===== src/sv/twbcc_pkg.sv =====
// shared types and constants for the three-way byte compose checker
// no dependencies; imported by three_way_byte_compose_checker_top
`timescale 1ns / 1ps

package twbcc_pkg;

  // fixed widths of the transaction fields
  localparam int unsigned ByteW   = 9;
  localparam int unsigned CfgW    = 12;
  localparam int unsigned OutW    = 40;
  localparam int unsigned NumMetrics = 12;
  localparam int unsigned NumCtx  = 2;

  // configuration reset values
  localparam logic [CfgW-1:0] SectorSizeRst = 12'd2352;
  localparam logic [CfgW-1:0] UserStartRst  = 12'd24;
  localparam logic [CfgW-1:0] UserLengthRst = 12'd2048;

  typedef logic signed [ByteW-1:0] byte_t;

  typedef enum logic {
    OpPosition = 1'b0,
    OpFinish   = 1'b1
  } op_e;

  typedef enum logic [1:0] {
    CfgSectorSize = 2'd0,
    CfgUserStart  = 2'd1,
    CfgUserLength = 2'd2
  } cfg_idx_e;

  // report order
  typedef enum logic [3:0] {
    IdTitleDelta       = 4'd0,
    IdScriptDelta      = 4'd1,
    IdCombinedDelta    = 4'd2,
    IdUserTitleDelta   = 4'd3,
    IdUserScriptDelta  = 4'd4,
    IdUserCombDelta    = 4'd5,
    IdOverlap          = 4'd6,
    IdConflictOverlap  = 4'd7,
    IdComposeMis       = 4'd8,
    IdUserOverlap      = 4'd9,
    IdUserConflict     = 4'd10,
    IdUserComposeMis   = 4'd11,
    IdTitleCtx         = 4'd12,
    IdScriptCtx        = 4'd13
  } metric_id_e;

endpackage


===== src/sv/three_way_byte_compose_checker_top.sv =====
// three-way byte compose checker: per-position classification and statistics
// depends on twbcc_pkg (types, metric ids, configuration constants)
`timescale 1ns / 1ps

// timing: a position transaction updates the statistics in the cycle after acceptance;
//   a finish is held in the input register until the output register can load, which
//   then takes one report per cycle while out_ready_i is high (14 reports in all)
// throughput: one position per cycle while no finish is held; a finish holds the input
//   stage until the single output register has taken all 14 of its reports
// reset: asynchronous, active low; clears all statistics, loads 2352 / 24 / 2048
module three_way_byte_compose_checker_top #(
  parameter int unsigned COUNT_BITS = 40
) (
  input  logic                      clk_i,
  input  logic                      rst_ni,
  // configuration write channel
  input  logic                      cfg_valid_i,
  output logic                      cfg_ready_o,
  input  logic [1:0]                cfg_index_i,
  input  logic [11:0]               cfg_data_i,
  // input channel
  input  logic                      in_valid_i,
  output logic                      in_ready_o,
  input  logic                      op_i,
  input  twbcc_pkg::byte_t          base_byte_i,
  input  twbcc_pkg::byte_t          title_byte_i,
  input  twbcc_pkg::byte_t          script_byte_i,
  input  twbcc_pkg::byte_t          combined_byte_i,
  // result channel
  output logic                      out_valid_o,
  input  logic                      out_ready_i,
  output twbcc_pkg::metric_id_e     metric_id_o,
  output logic [39:0]               byte_count_o,
  output logic [39:0]               sector_count_o,
  output logic [39:0]               run_total_o,
  output logic                      user_compose_ok_o,
  output logic                      last_in_report_o
);
  import twbcc_pkg::*;

  typedef logic [COUNT_BITS-1:0] cnt_t;

  function automatic cnt_t sat_inc(input cnt_t v);
    sat_inc = (v == '1) ? v : v + cnt_t'(1);
  endfunction

  // ---------------------------------------------------------------------------
  // configuration registers, always ready; writes beyond the list are dropped
  // ---------------------------------------------------------------------------
  logic [CfgW-1:0] sector_size_q, user_start_q, user_length_q;

  assign cfg_ready_o = 1'b1;

  always_ff @(posedge clk_i or negedge rst_ni) begin
    if (!rst_ni) begin
      sector_size_q <= SectorSizeRst;
      user_start_q  <= UserStartRst;
      user_length_q <= UserLengthRst;
    end else if (cfg_valid_i && cfg_ready_o) begin
      unique case (cfg_index_i)
        CfgSectorSize: sector_size_q <= cfg_data_i;
        CfgUserStart:  user_start_q  <= cfg_data_i;
        CfgUserLength: user_length_q <= cfg_data_i;
        default: ;
      endcase
    end
  end

  // ---------------------------------------------------------------------------
  // input register
  // ---------------------------------------------------------------------------
  logic  in_valid_q;
  op_e   op_q;
  byte_t base_q, title_q, script_q, comb_q;
  logic  in_advance;

  assign in_ready_o = !in_valid_q || in_advance;

  always_ff @(posedge clk_i or negedge rst_ni) begin
    if (!rst_ni) begin
      in_valid_q <= 1'b0;
    end else if (in_ready_o) begin
      in_valid_q <= in_valid_i;
    end
  end

  always_ff @(posedge clk_i) begin
    if (in_ready_o && in_valid_i) begin
      op_q     <= op_e'(op_i);
      base_q   <= base_byte_i;
      title_q  <= title_byte_i;
      script_q <= script_byte_i;
      comb_q   <= combined_byte_i;
    end
  end

  // ---------------------------------------------------------------------------
  // report sequencer and handshake control
  // a finish stays in the input register while its 14 reports go out,
  // the statistics are cleared when the last report is loaded
  // ---------------------------------------------------------------------------
  logic       out_load, rpt_fire, finish_done, pos_fire;
  logic [3:0] rpt_idx_q;

  assign out_load    = !out_valid_o || out_ready_i;
  assign rpt_fire    = in_valid_q && (op_q == OpFinish) && out_load;
  assign finish_done = rpt_fire && (rpt_idx_q == IdScriptCtx);
  assign pos_fire    = in_valid_q && (op_q == OpPosition);
  assign in_advance  = pos_fire || finish_done;

  always_ff @(posedge clk_i or negedge rst_ni) begin
    if (!rst_ni) begin
      rpt_idx_q <= 4'd0;
    end else if (finish_done) begin
      rpt_idx_q <= 4'd0;
    end else if (rpt_fire) begin
      rpt_idx_q <= rpt_idx_q + 4'd1;
    end
  end

  // ---------------------------------------------------------------------------
  // classification of the held position
  // bytes compare as 9-bit patterns, so an ended stream is just another value
  // ---------------------------------------------------------------------------
  logic [CfgW-1:0]       pis_q;
  logic [CfgW:0]         user_end, pis_next;
  logic                  in_user, sec_wrap;
  logic                  dt, ds, dc, ov, cov, mis;
  logic [NumMetrics-1:0] mark;

  assign dt  = title_q != base_q;
  assign ds  = script_q != base_q;
  assign dc  = comb_q != base_q;
  assign ov  = dt && ds;
  assign cov = ov && (title_q != script_q);
  assign mis = comb_q != (dt ? title_q : script_q);

  // window end computed one bit wider so it never wraps
  assign user_end = {1'b0, user_start_q} + {1'b0, user_length_q};
  assign in_user  = (pis_q >= user_start_q) && ({1'b0, pis_q} < user_end);

  assign mark[IdTitleDelta]      = dt;
  assign mark[IdScriptDelta]     = ds;
  assign mark[IdCombinedDelta]   = dc;
  assign mark[IdUserTitleDelta]  = in_user && dt;
  assign mark[IdUserScriptDelta] = in_user && ds;
  assign mark[IdUserCombDelta]   = in_user && dc;
  assign mark[IdOverlap]         = ov;
  assign mark[IdConflictOverlap] = cov;
  assign mark[IdComposeMis]      = mis;
  assign mark[IdUserOverlap]     = in_user && ov;
  assign mark[IdUserConflict]    = in_user && cov;
  assign mark[IdUserComposeMis]  = in_user && mis;

  // sector offset; a zero sector size wraps every position, like a size of one
  assign pis_next = {1'b0, pis_q} + 13'd1;
  assign sec_wrap = pis_next >= {1'b0, sector_size_q};

  // ---------------------------------------------------------------------------
  // statistics, one lane per metric
  // ---------------------------------------------------------------------------
  cnt_t                  bytes_q   [NumMetrics];
  cnt_t                  runs_q    [NumMetrics];
  cnt_t                  sectors_q [NumMetrics];
  cnt_t                  ctx_q     [NumCtx];
  logic [NumMetrics-1:0] prev_q, insec_q;

  cnt_t                  bytes_d   [NumMetrics];
  cnt_t                  runs_d    [NumMetrics];
  cnt_t                  sectors_d [NumMetrics];
  cnt_t                  ctx_d     [NumCtx];
  logic [NumMetrics-1:0] prev_d, insec_d;
  logic [CfgW-1:0]       pis_d;

  always_comb begin
    bytes_d   = bytes_q;
    runs_d    = runs_q;
    sectors_d = sectors_q;
    ctx_d     = ctx_q;
    prev_d    = prev_q;
    insec_d   = insec_q;
    pis_d     = pis_q;
    if (finish_done) begin
      // finish clears everything but the configuration
      for (int k = 0; k < NumMetrics; k++) begin
        bytes_d[k]   = '0;
        runs_d[k]    = '0;
        sectors_d[k] = '0;
      end
      for (int j = 0; j < NumCtx; j++) begin
        ctx_d[j] = '0;
      end
      prev_d  = '0;
      insec_d = '0;
      pis_d   = '0;
    end else if (pos_fire) begin
      for (int k = 0; k < NumMetrics; k++) begin
        if (mark[k]) begin
          bytes_d[k] = sat_inc(bytes_q[k]);
          if (!prev_q[k]) begin
            runs_d[k] = sat_inc(runs_q[k]);
          end
          if (!insec_q[k]) begin
            sectors_d[k] = sat_inc(sectors_q[k]);
          end
        end
      end
      prev_d = mark;
      // crossing into a new sector forgets which metrics were seen
      insec_d = sec_wrap ? '0 : (insec_q | mark);
      pis_d   = sec_wrap ? '0 : pis_next[CfgW-1:0];
      if (dt && (comb_q != title_q)) begin
        ctx_d[0] = sat_inc(ctx_q[0]);
      end
      if (ds && !dt && (comb_q != script_q)) begin
        ctx_d[1] = sat_inc(ctx_q[1]);
      end
    end
  end

  always_ff @(posedge clk_i or negedge rst_ni) begin
    if (!rst_ni) begin
      for (int k = 0; k < NumMetrics; k++) begin
        bytes_q[k]   <= '0;
        runs_q[k]    <= '0;
        sectors_q[k] <= '0;
      end
      for (int j = 0; j < NumCtx; j++) begin
        ctx_q[j] <= '0;
      end
      prev_q  <= '0;
      insec_q <= '0;
      pis_q   <= '0;
    end else begin
      bytes_q   <= bytes_d;
      runs_q    <= runs_d;
      sectors_q <= sectors_d;
      ctx_q     <= ctx_d;
      prev_q    <= prev_d;
      insec_q   <= insec_d;
      pis_q     <= pis_d;
    end
  end

  // ---------------------------------------------------------------------------
  // report select and output register
  // counters are cut or zero-extended to the 40-bit report fields
  // ---------------------------------------------------------------------------
  logic [OutW-1:0] rpt_bytes, rpt_sectors, rpt_runs;
  logic            rpt_ok;

  always_comb begin
    rpt_bytes   = '0;
    rpt_sectors = '0;
    rpt_runs    = '0;
    if (rpt_idx_q < 4'(NumMetrics)) begin
      rpt_bytes   = OutW'(bytes_q[rpt_idx_q]);
      rpt_sectors = OutW'(sectors_q[rpt_idx_q]);
      rpt_runs    = OutW'(runs_q[rpt_idx_q]);
    end else begin
      // title context is the even id, script context the odd one
      rpt_bytes = OutW'(ctx_q[rpt_idx_q[0]]);
    end
  end

  assign rpt_ok = bytes_q[IdUserComposeMis] == '0;

  logic            out_valid_q;
  metric_id_e      metric_id_q;
  logic [OutW-1:0] byte_count_q, sector_count_q, run_total_q;
  logic            ok_q, last_q;

  always_ff @(posedge clk_i or negedge rst_ni) begin
    if (!rst_ni) begin
      out_valid_q <= 1'b0;
    end else if (rpt_fire) begin
      out_valid_q <= 1'b1;
    end else if (out_ready_i) begin
      out_valid_q <= 1'b0;
    end
  end

  always_ff @(posedge clk_i) begin
    if (rpt_fire) begin
      metric_id_q    <= metric_id_e'(rpt_idx_q);
      byte_count_q   <= rpt_bytes;
      sector_count_q <= rpt_sectors;
      run_total_q    <= rpt_runs;
      ok_q           <= rpt_ok;
      last_q         <= rpt_idx_q == IdScriptCtx;
    end
  end

  assign out_valid_o       = out_valid_q;
  assign metric_id_o       = metric_id_q;
  assign byte_count_o      = byte_count_q;
  assign sector_count_o    = sector_count_q;
  assign run_total_o       = run_total_q;
  assign user_compose_ok_o = ok_q;
  assign last_in_report_o  = last_q;

  // ---------------------------------------------------------------------------
  // assertions
  // ---------------------------------------------------------------------------
  // the report index only moves while a finish is held in the input register
  a_rpt_idx_held : assert property (@(posedge clk_i) disable iff (!rst_ni)
    (rpt_idx_q != 4'd0) |-> (in_valid_q && (op_q == OpFinish)))
    else $error("report index active without a finish transaction");

  a_rpt_idx_range : assert property (@(posedge clk_i) disable iff (!rst_ni)
    rpt_idx_q <= IdScriptCtx)
    else $error("report index out of range");

  // statistics read zero right after a finish completes
  a_clear_after_finish : assert property (@(posedge clk_i) disable iff (!rst_ni)
    finish_done |=> (bytes_q[IdUserComposeMis] == '0 && ctx_q[0] == '0 &&
                     pis_q == '0))
    else $error("statistics not cleared after finish");

  // the compose flag agrees with the user compose mismatch report
  a_ok_consistent : assert property (@(posedge clk_i) disable iff (!rst_ni)
    (out_valid_o && user_compose_ok_o && (metric_id_o == IdUserComposeMis))
      |-> (byte_count_o == '0))
    else $error("user compose flag disagrees with its byte count");

endmodule

===== config.mk =====
export PLATFORM = sky130hd
export DESIGN_NAME = three_way_byte_compose_checker_top
export DESIGN_NICKNAME = d
export VERILOG_FILES = /design/src/sv/twbcc_pkg.sv /design/src/sv/three_way_byte_compose_checker_top.sv
export SDC_FILE = /design/constraint.sdc
export NUM_CORES = 2
export LEC_CHECK = 0
export BUFFER_PORTS_ARGS = -buffer_cell sky130_fd_sc_hd__buf_2
export CAP_MARGIN = 20
export CORE_MARGIN = 2
export CORE_UTILIZATION = 50
export CTS_CLUSTER_SIZE = 28
export DETAILED_ROUTE_END_ITERATION = 10
export PLACE_DENSITY = 0.68
export SLEW_MARGIN = 20
export SYNTH_ARGS = -nofsm -noshare
export SYNTH_HDL_FRONTEND = slang
export SYNTH_SLANG_ARGS = --single-unit

===== constraint.sdc =====
create_clock -name clk_i -period 6 [get_ports clk_i]
set_input_delay 0.6 -clock clk_i [delete_from_list [all_inputs] [get_ports clk_i]]
set_output_delay 0.6 -clock clk_i [all_outputs]
set_load 0.02 [all_outputs]

==> qor_table.md <==
| Parameter | Reported |
| --- | --- |
| Run status | completed |
| Setup Crit Path Kind | register to register |
| Horizontal die dimension | 451 um |
| Clock Pin Slew Worst Setup and Hold Paths | 60 ps |
| Initial DRC Count | 9538 |
| Pre-Repair DR Iteration Count | 6 |
| Post-route DRC violation count | 0 |
| Number of hold violations in the final report | 0 |
| Post-CTS Setup Bufs | 0 |
| Per-cell via count in the routed design | 6.29 |
| Area share of the largest cell type after synthesis | 39.9% |
| Switching component of the power | 20.8 mW |
| Total overflow reported by the global router | 0 |
| Tot GR Track Use | 30.1% |
| Switching power share of the total | 39.4% |
| Global-route wire length before repair | 476 mm |
| Number of global-route vias before repair | 77700 |
| Share of synthesized flip-flops with an asynchronous set or reset | 90.7% |
| Dominant cells by area after synthesis | dfrtp_1 40%, mux4_2 9.0%, nor2_1 5.6%, xnor2_1 5.3%, xor2_1 5.1% |
| Number of sinks on the clock net | 1761 |
| Average cell area after synthesis | 9.86 um2 |
| Synth Instances | 10100 |
| Rows | 163 |
| Slew at the pin with the worst max-slew slack | 1240 ps |
| Area of all sequential standard cells | 44900 um2 |
| Clock latency on the worst-skew pair | 860 ps |
| YS warnings | 0 |
| Power density over the cells | 475 nW/um2 |
| Gp weighted congestion | 0.962 |
| EDFF count, synth | 163 |
| Unique cell type count in the Yosys netlist | 100 |
| Fin nets | 10400 |
| Placeable core region | 198000 um2 |
| Final wirelength | 311 mm |
| Post-detailed-route wirelength per cell | 23.9 um |
| Required time reported for the critical path endpoint | 6760 ps |
| DR WL met2 | 143 mm |
| Number of H-tree branching levels | 4 |
| CTS Root Cell | clkbuf_16 |
| Filler Cell Count | 17000 |
| Setup repair after global routing missed its margin | false |
| Share of total power in the clock network | 24.9% |
| Crit-path max cell delay | 1010 ps |
| Count of vias placed by the detailed router | 81900 |
| Multi-input combinational cell area | 52100 um2 |
| Sequential power share | 43.1% |
| Post-place instance area | 104000 um2 |
| Final TNS setup | 0 ps |
| Maximum number of pins on one net before global-route repair | 164 |
| Total nets after synthesis | 10300 |
| Cell area after technology mapping | 99700 um2 |
| HP Class | input port to register |
| PostCTS Resize Cnt | 0 |
| Detailed route wirelength on metal3 | 26.0 mm |
| IR drop worst, VDD | 533 uV |
| Io pins | 185 |
| Crit-path slowest cell | nor4_4 |
| Crit-path cells | ha_1 > a21o_1 > a21oi_1 > o21ai_0 > a31oi_1 > nor2b_1 > o21a_1 > o41ai_1 > xor2_1 > ha_1 > inv_1 > o22ai_1 > a211oi_2 > a311oi_4 > buf_12 > nor4_4 > nand2_1 > or3_1 > a21oi_1 |
| Worst-case headroom to the max-slew limit | 17.3% |
| Clock tree from TritonCTS | built |
| Vertical die dimension | 451 um |
| Number of antenna violations at the first check in global routing | 16 |
| Leakage component of the power | 44.1 nW |
| Worst Path Arrival | 5990 ps |
| Crit. End Element | register |
| Setup-violating endpoint count in the final report | 0 |
| Launching element type of the critical path | register |
| Synthesis-to-layout area growth | 11.4% |
| Number of flip-flops and latches in the synthesized netlist | 1761 |
| Clock buffer count from CTS | 193 |
| Achievable frequency | 191 MHz |
| CTS hold repair buffers | 47 |
| Detail Placement HPWL | 221 mm |
| Maximum fanout encountered on the critical timing path | 17 |
| Most used flip-flop cell after synthesis | dfrtp_1 |
| Share of the yosys chip area belonging to registers | 45.0% |
| Worst-case clock skew | 32.8 ps |
| Worst-case clock buffer depth | 3 |
| Period utilisation layout | 87.0% |
| Most common cell in the netlist | dfrtp_1 |
| Post-route cell area | 111000 um2 |
| Die area | 203000 um2 |
| Highest metal used | met5 |
| Proportion of layout cells with a drive suffix above 1 | 12.0% |
| M1 WL | 128 mm |
| Synth cell count leaders | 1591 x dfrtp_1, 1480 x nor2_1, 828 x nand2_1 |
| Max-slew violations | 0 |
| Number of buffers added on ports | 183 |
| Min Tclk post-route | 5220 ps |
| Portion of total power attributed to combinational logic | 32.0% |
| Starting density of the core | 50.4% |
| Library cell occupying the most area in the post-synthesis netlist | dfrtp_1 |
| Post-detailed-route count of antenna-violating nets | 0 |
| Internal portion of total power | 32.0 mW |
| Max_cap viols | 0 |
per-layer routing:
layer / global-route usage (%) / vias up
li1: - / 36600
met1: 41.9 / 41100
met2: 46.7 / 3610
met3: 5.27 / 640
met4: 12.6 / 16
met5: 0 / -
metrics by stage:
step           hold WS [ps]  cells  power [mW]  setup WS, ps  util (%)
3_5_place_dp            474  12600        39.3           806      52.4
5_1_grt                26.4  13000        55.2           476      56.1
2_1_floorplan           304  10100        32.1           426         -
6_report               36.9  13000        52.7           777      56.1
3_3_place_gp            473  12600        38.7           844      52.3
4_1_cts               0.517  13000        52.6           807      56.1
registers in the layout, indices dropped and copies added, names as in the netlist, 9 cells and up:
name,cells
pis_q,12
runs_q,480
bytes_q,480
prev_q,12
comb_q,9
insec_q,12
script_q,9
ctx_q,80
sector_size_q,12
user_length_q,12
byte_count_o,40
title_q,9
sectors_q,480
sector_count_o,40
base_q,9
user_start_q,12
run_total_o,40
cells by family after synthesis:
family | synth area share (%)
adders and majority gates | 1.14
muxes | 10.9
buffers and inverters | 2.83
and+or+nand+nor | 23.9
DFF | 45.0
AOI/OAI and AO/OA | 5.86
other | 0.00376
xor gates and xnor gates | 10.4
cell usage in the layout, fill, tap and decap left out, types with 182 or more instances in the layout:
| cell | n |
|---|---|
| clkbuf_16 | 198 |
| nor2_1 | 1477 |
| xor2_1 | 576 |
| nor4_1 | 187 |
| nor3_1 | 333 |
| buf_2 | 182 |
| dfrtp_1 | 1587 |
| nand2_1 | 827 |
| mux4_2 | 400 |
| a21oi_1 | 237 |
| inv_1 | 229 |
| o21ai_0 | 517 |
| nand3_1 | 591 |
| xnor2_1 | 603 |
| or3_1 | 197 |
| nand4_1 | 476 |
| and3_1 | 271 |
final timing paths:
kind | start | end | slack (ps) | cells after the start
min reg2reg | prev_q[11] | prev_q[11] | 490 | 2
max in group asynchronous | rst_ni | sector_size_q[7] | 4000 | 3
min | cfg_data_i[3] | sector_size_q[3] | 40 | 3
max | user_start_q[1] | sectors_q[277] | 780 | 19
min in group asynchronous | rst_ni | sectors_q[340] | 420 | 2
max reg2reg | user_start_q[1] | sectors_q[277] | 780 | 19
worst max-delay path, delay by kind of cell (launching register included):
kind                       cells  cell delay (ps)
adders and majority gates      2              570
AOI/OAI and AO/OA             10             1970
buffers and inverters          2              260
DFF                            1              400
xor gates and xnor gates       1              180
and+or+nand+nor                4             1770
area by class of cell:
type | count | area share [%]
Antenna cell | 3 | 0.00676
Clock buffer | 257 | 4.92
Inverter | 231 | 0.787
Tap cell | 2640 | 2.97
Clock inverter | 101 | 1.33
Timing Repair Buffer | 384 | 2.59
Multi-Input combinational cell | 7636 | 46.9
Sequential cell | 1761 | 40.4
power groups by stage:
stage	sequential, mW	clock (mW)	combinational [mW]
3_5_place_dp	22.7	0	16.7
3_3_place_gp	22.4	0	16.3
6_report	22.7	13.1	16.9
4_1_cts	22.5	13.3	16.8
2_1_floorplan	20.6	0	11.5
5_1_grt	23.3	13.8	18.1
Power figures use the tool's default switching activity.
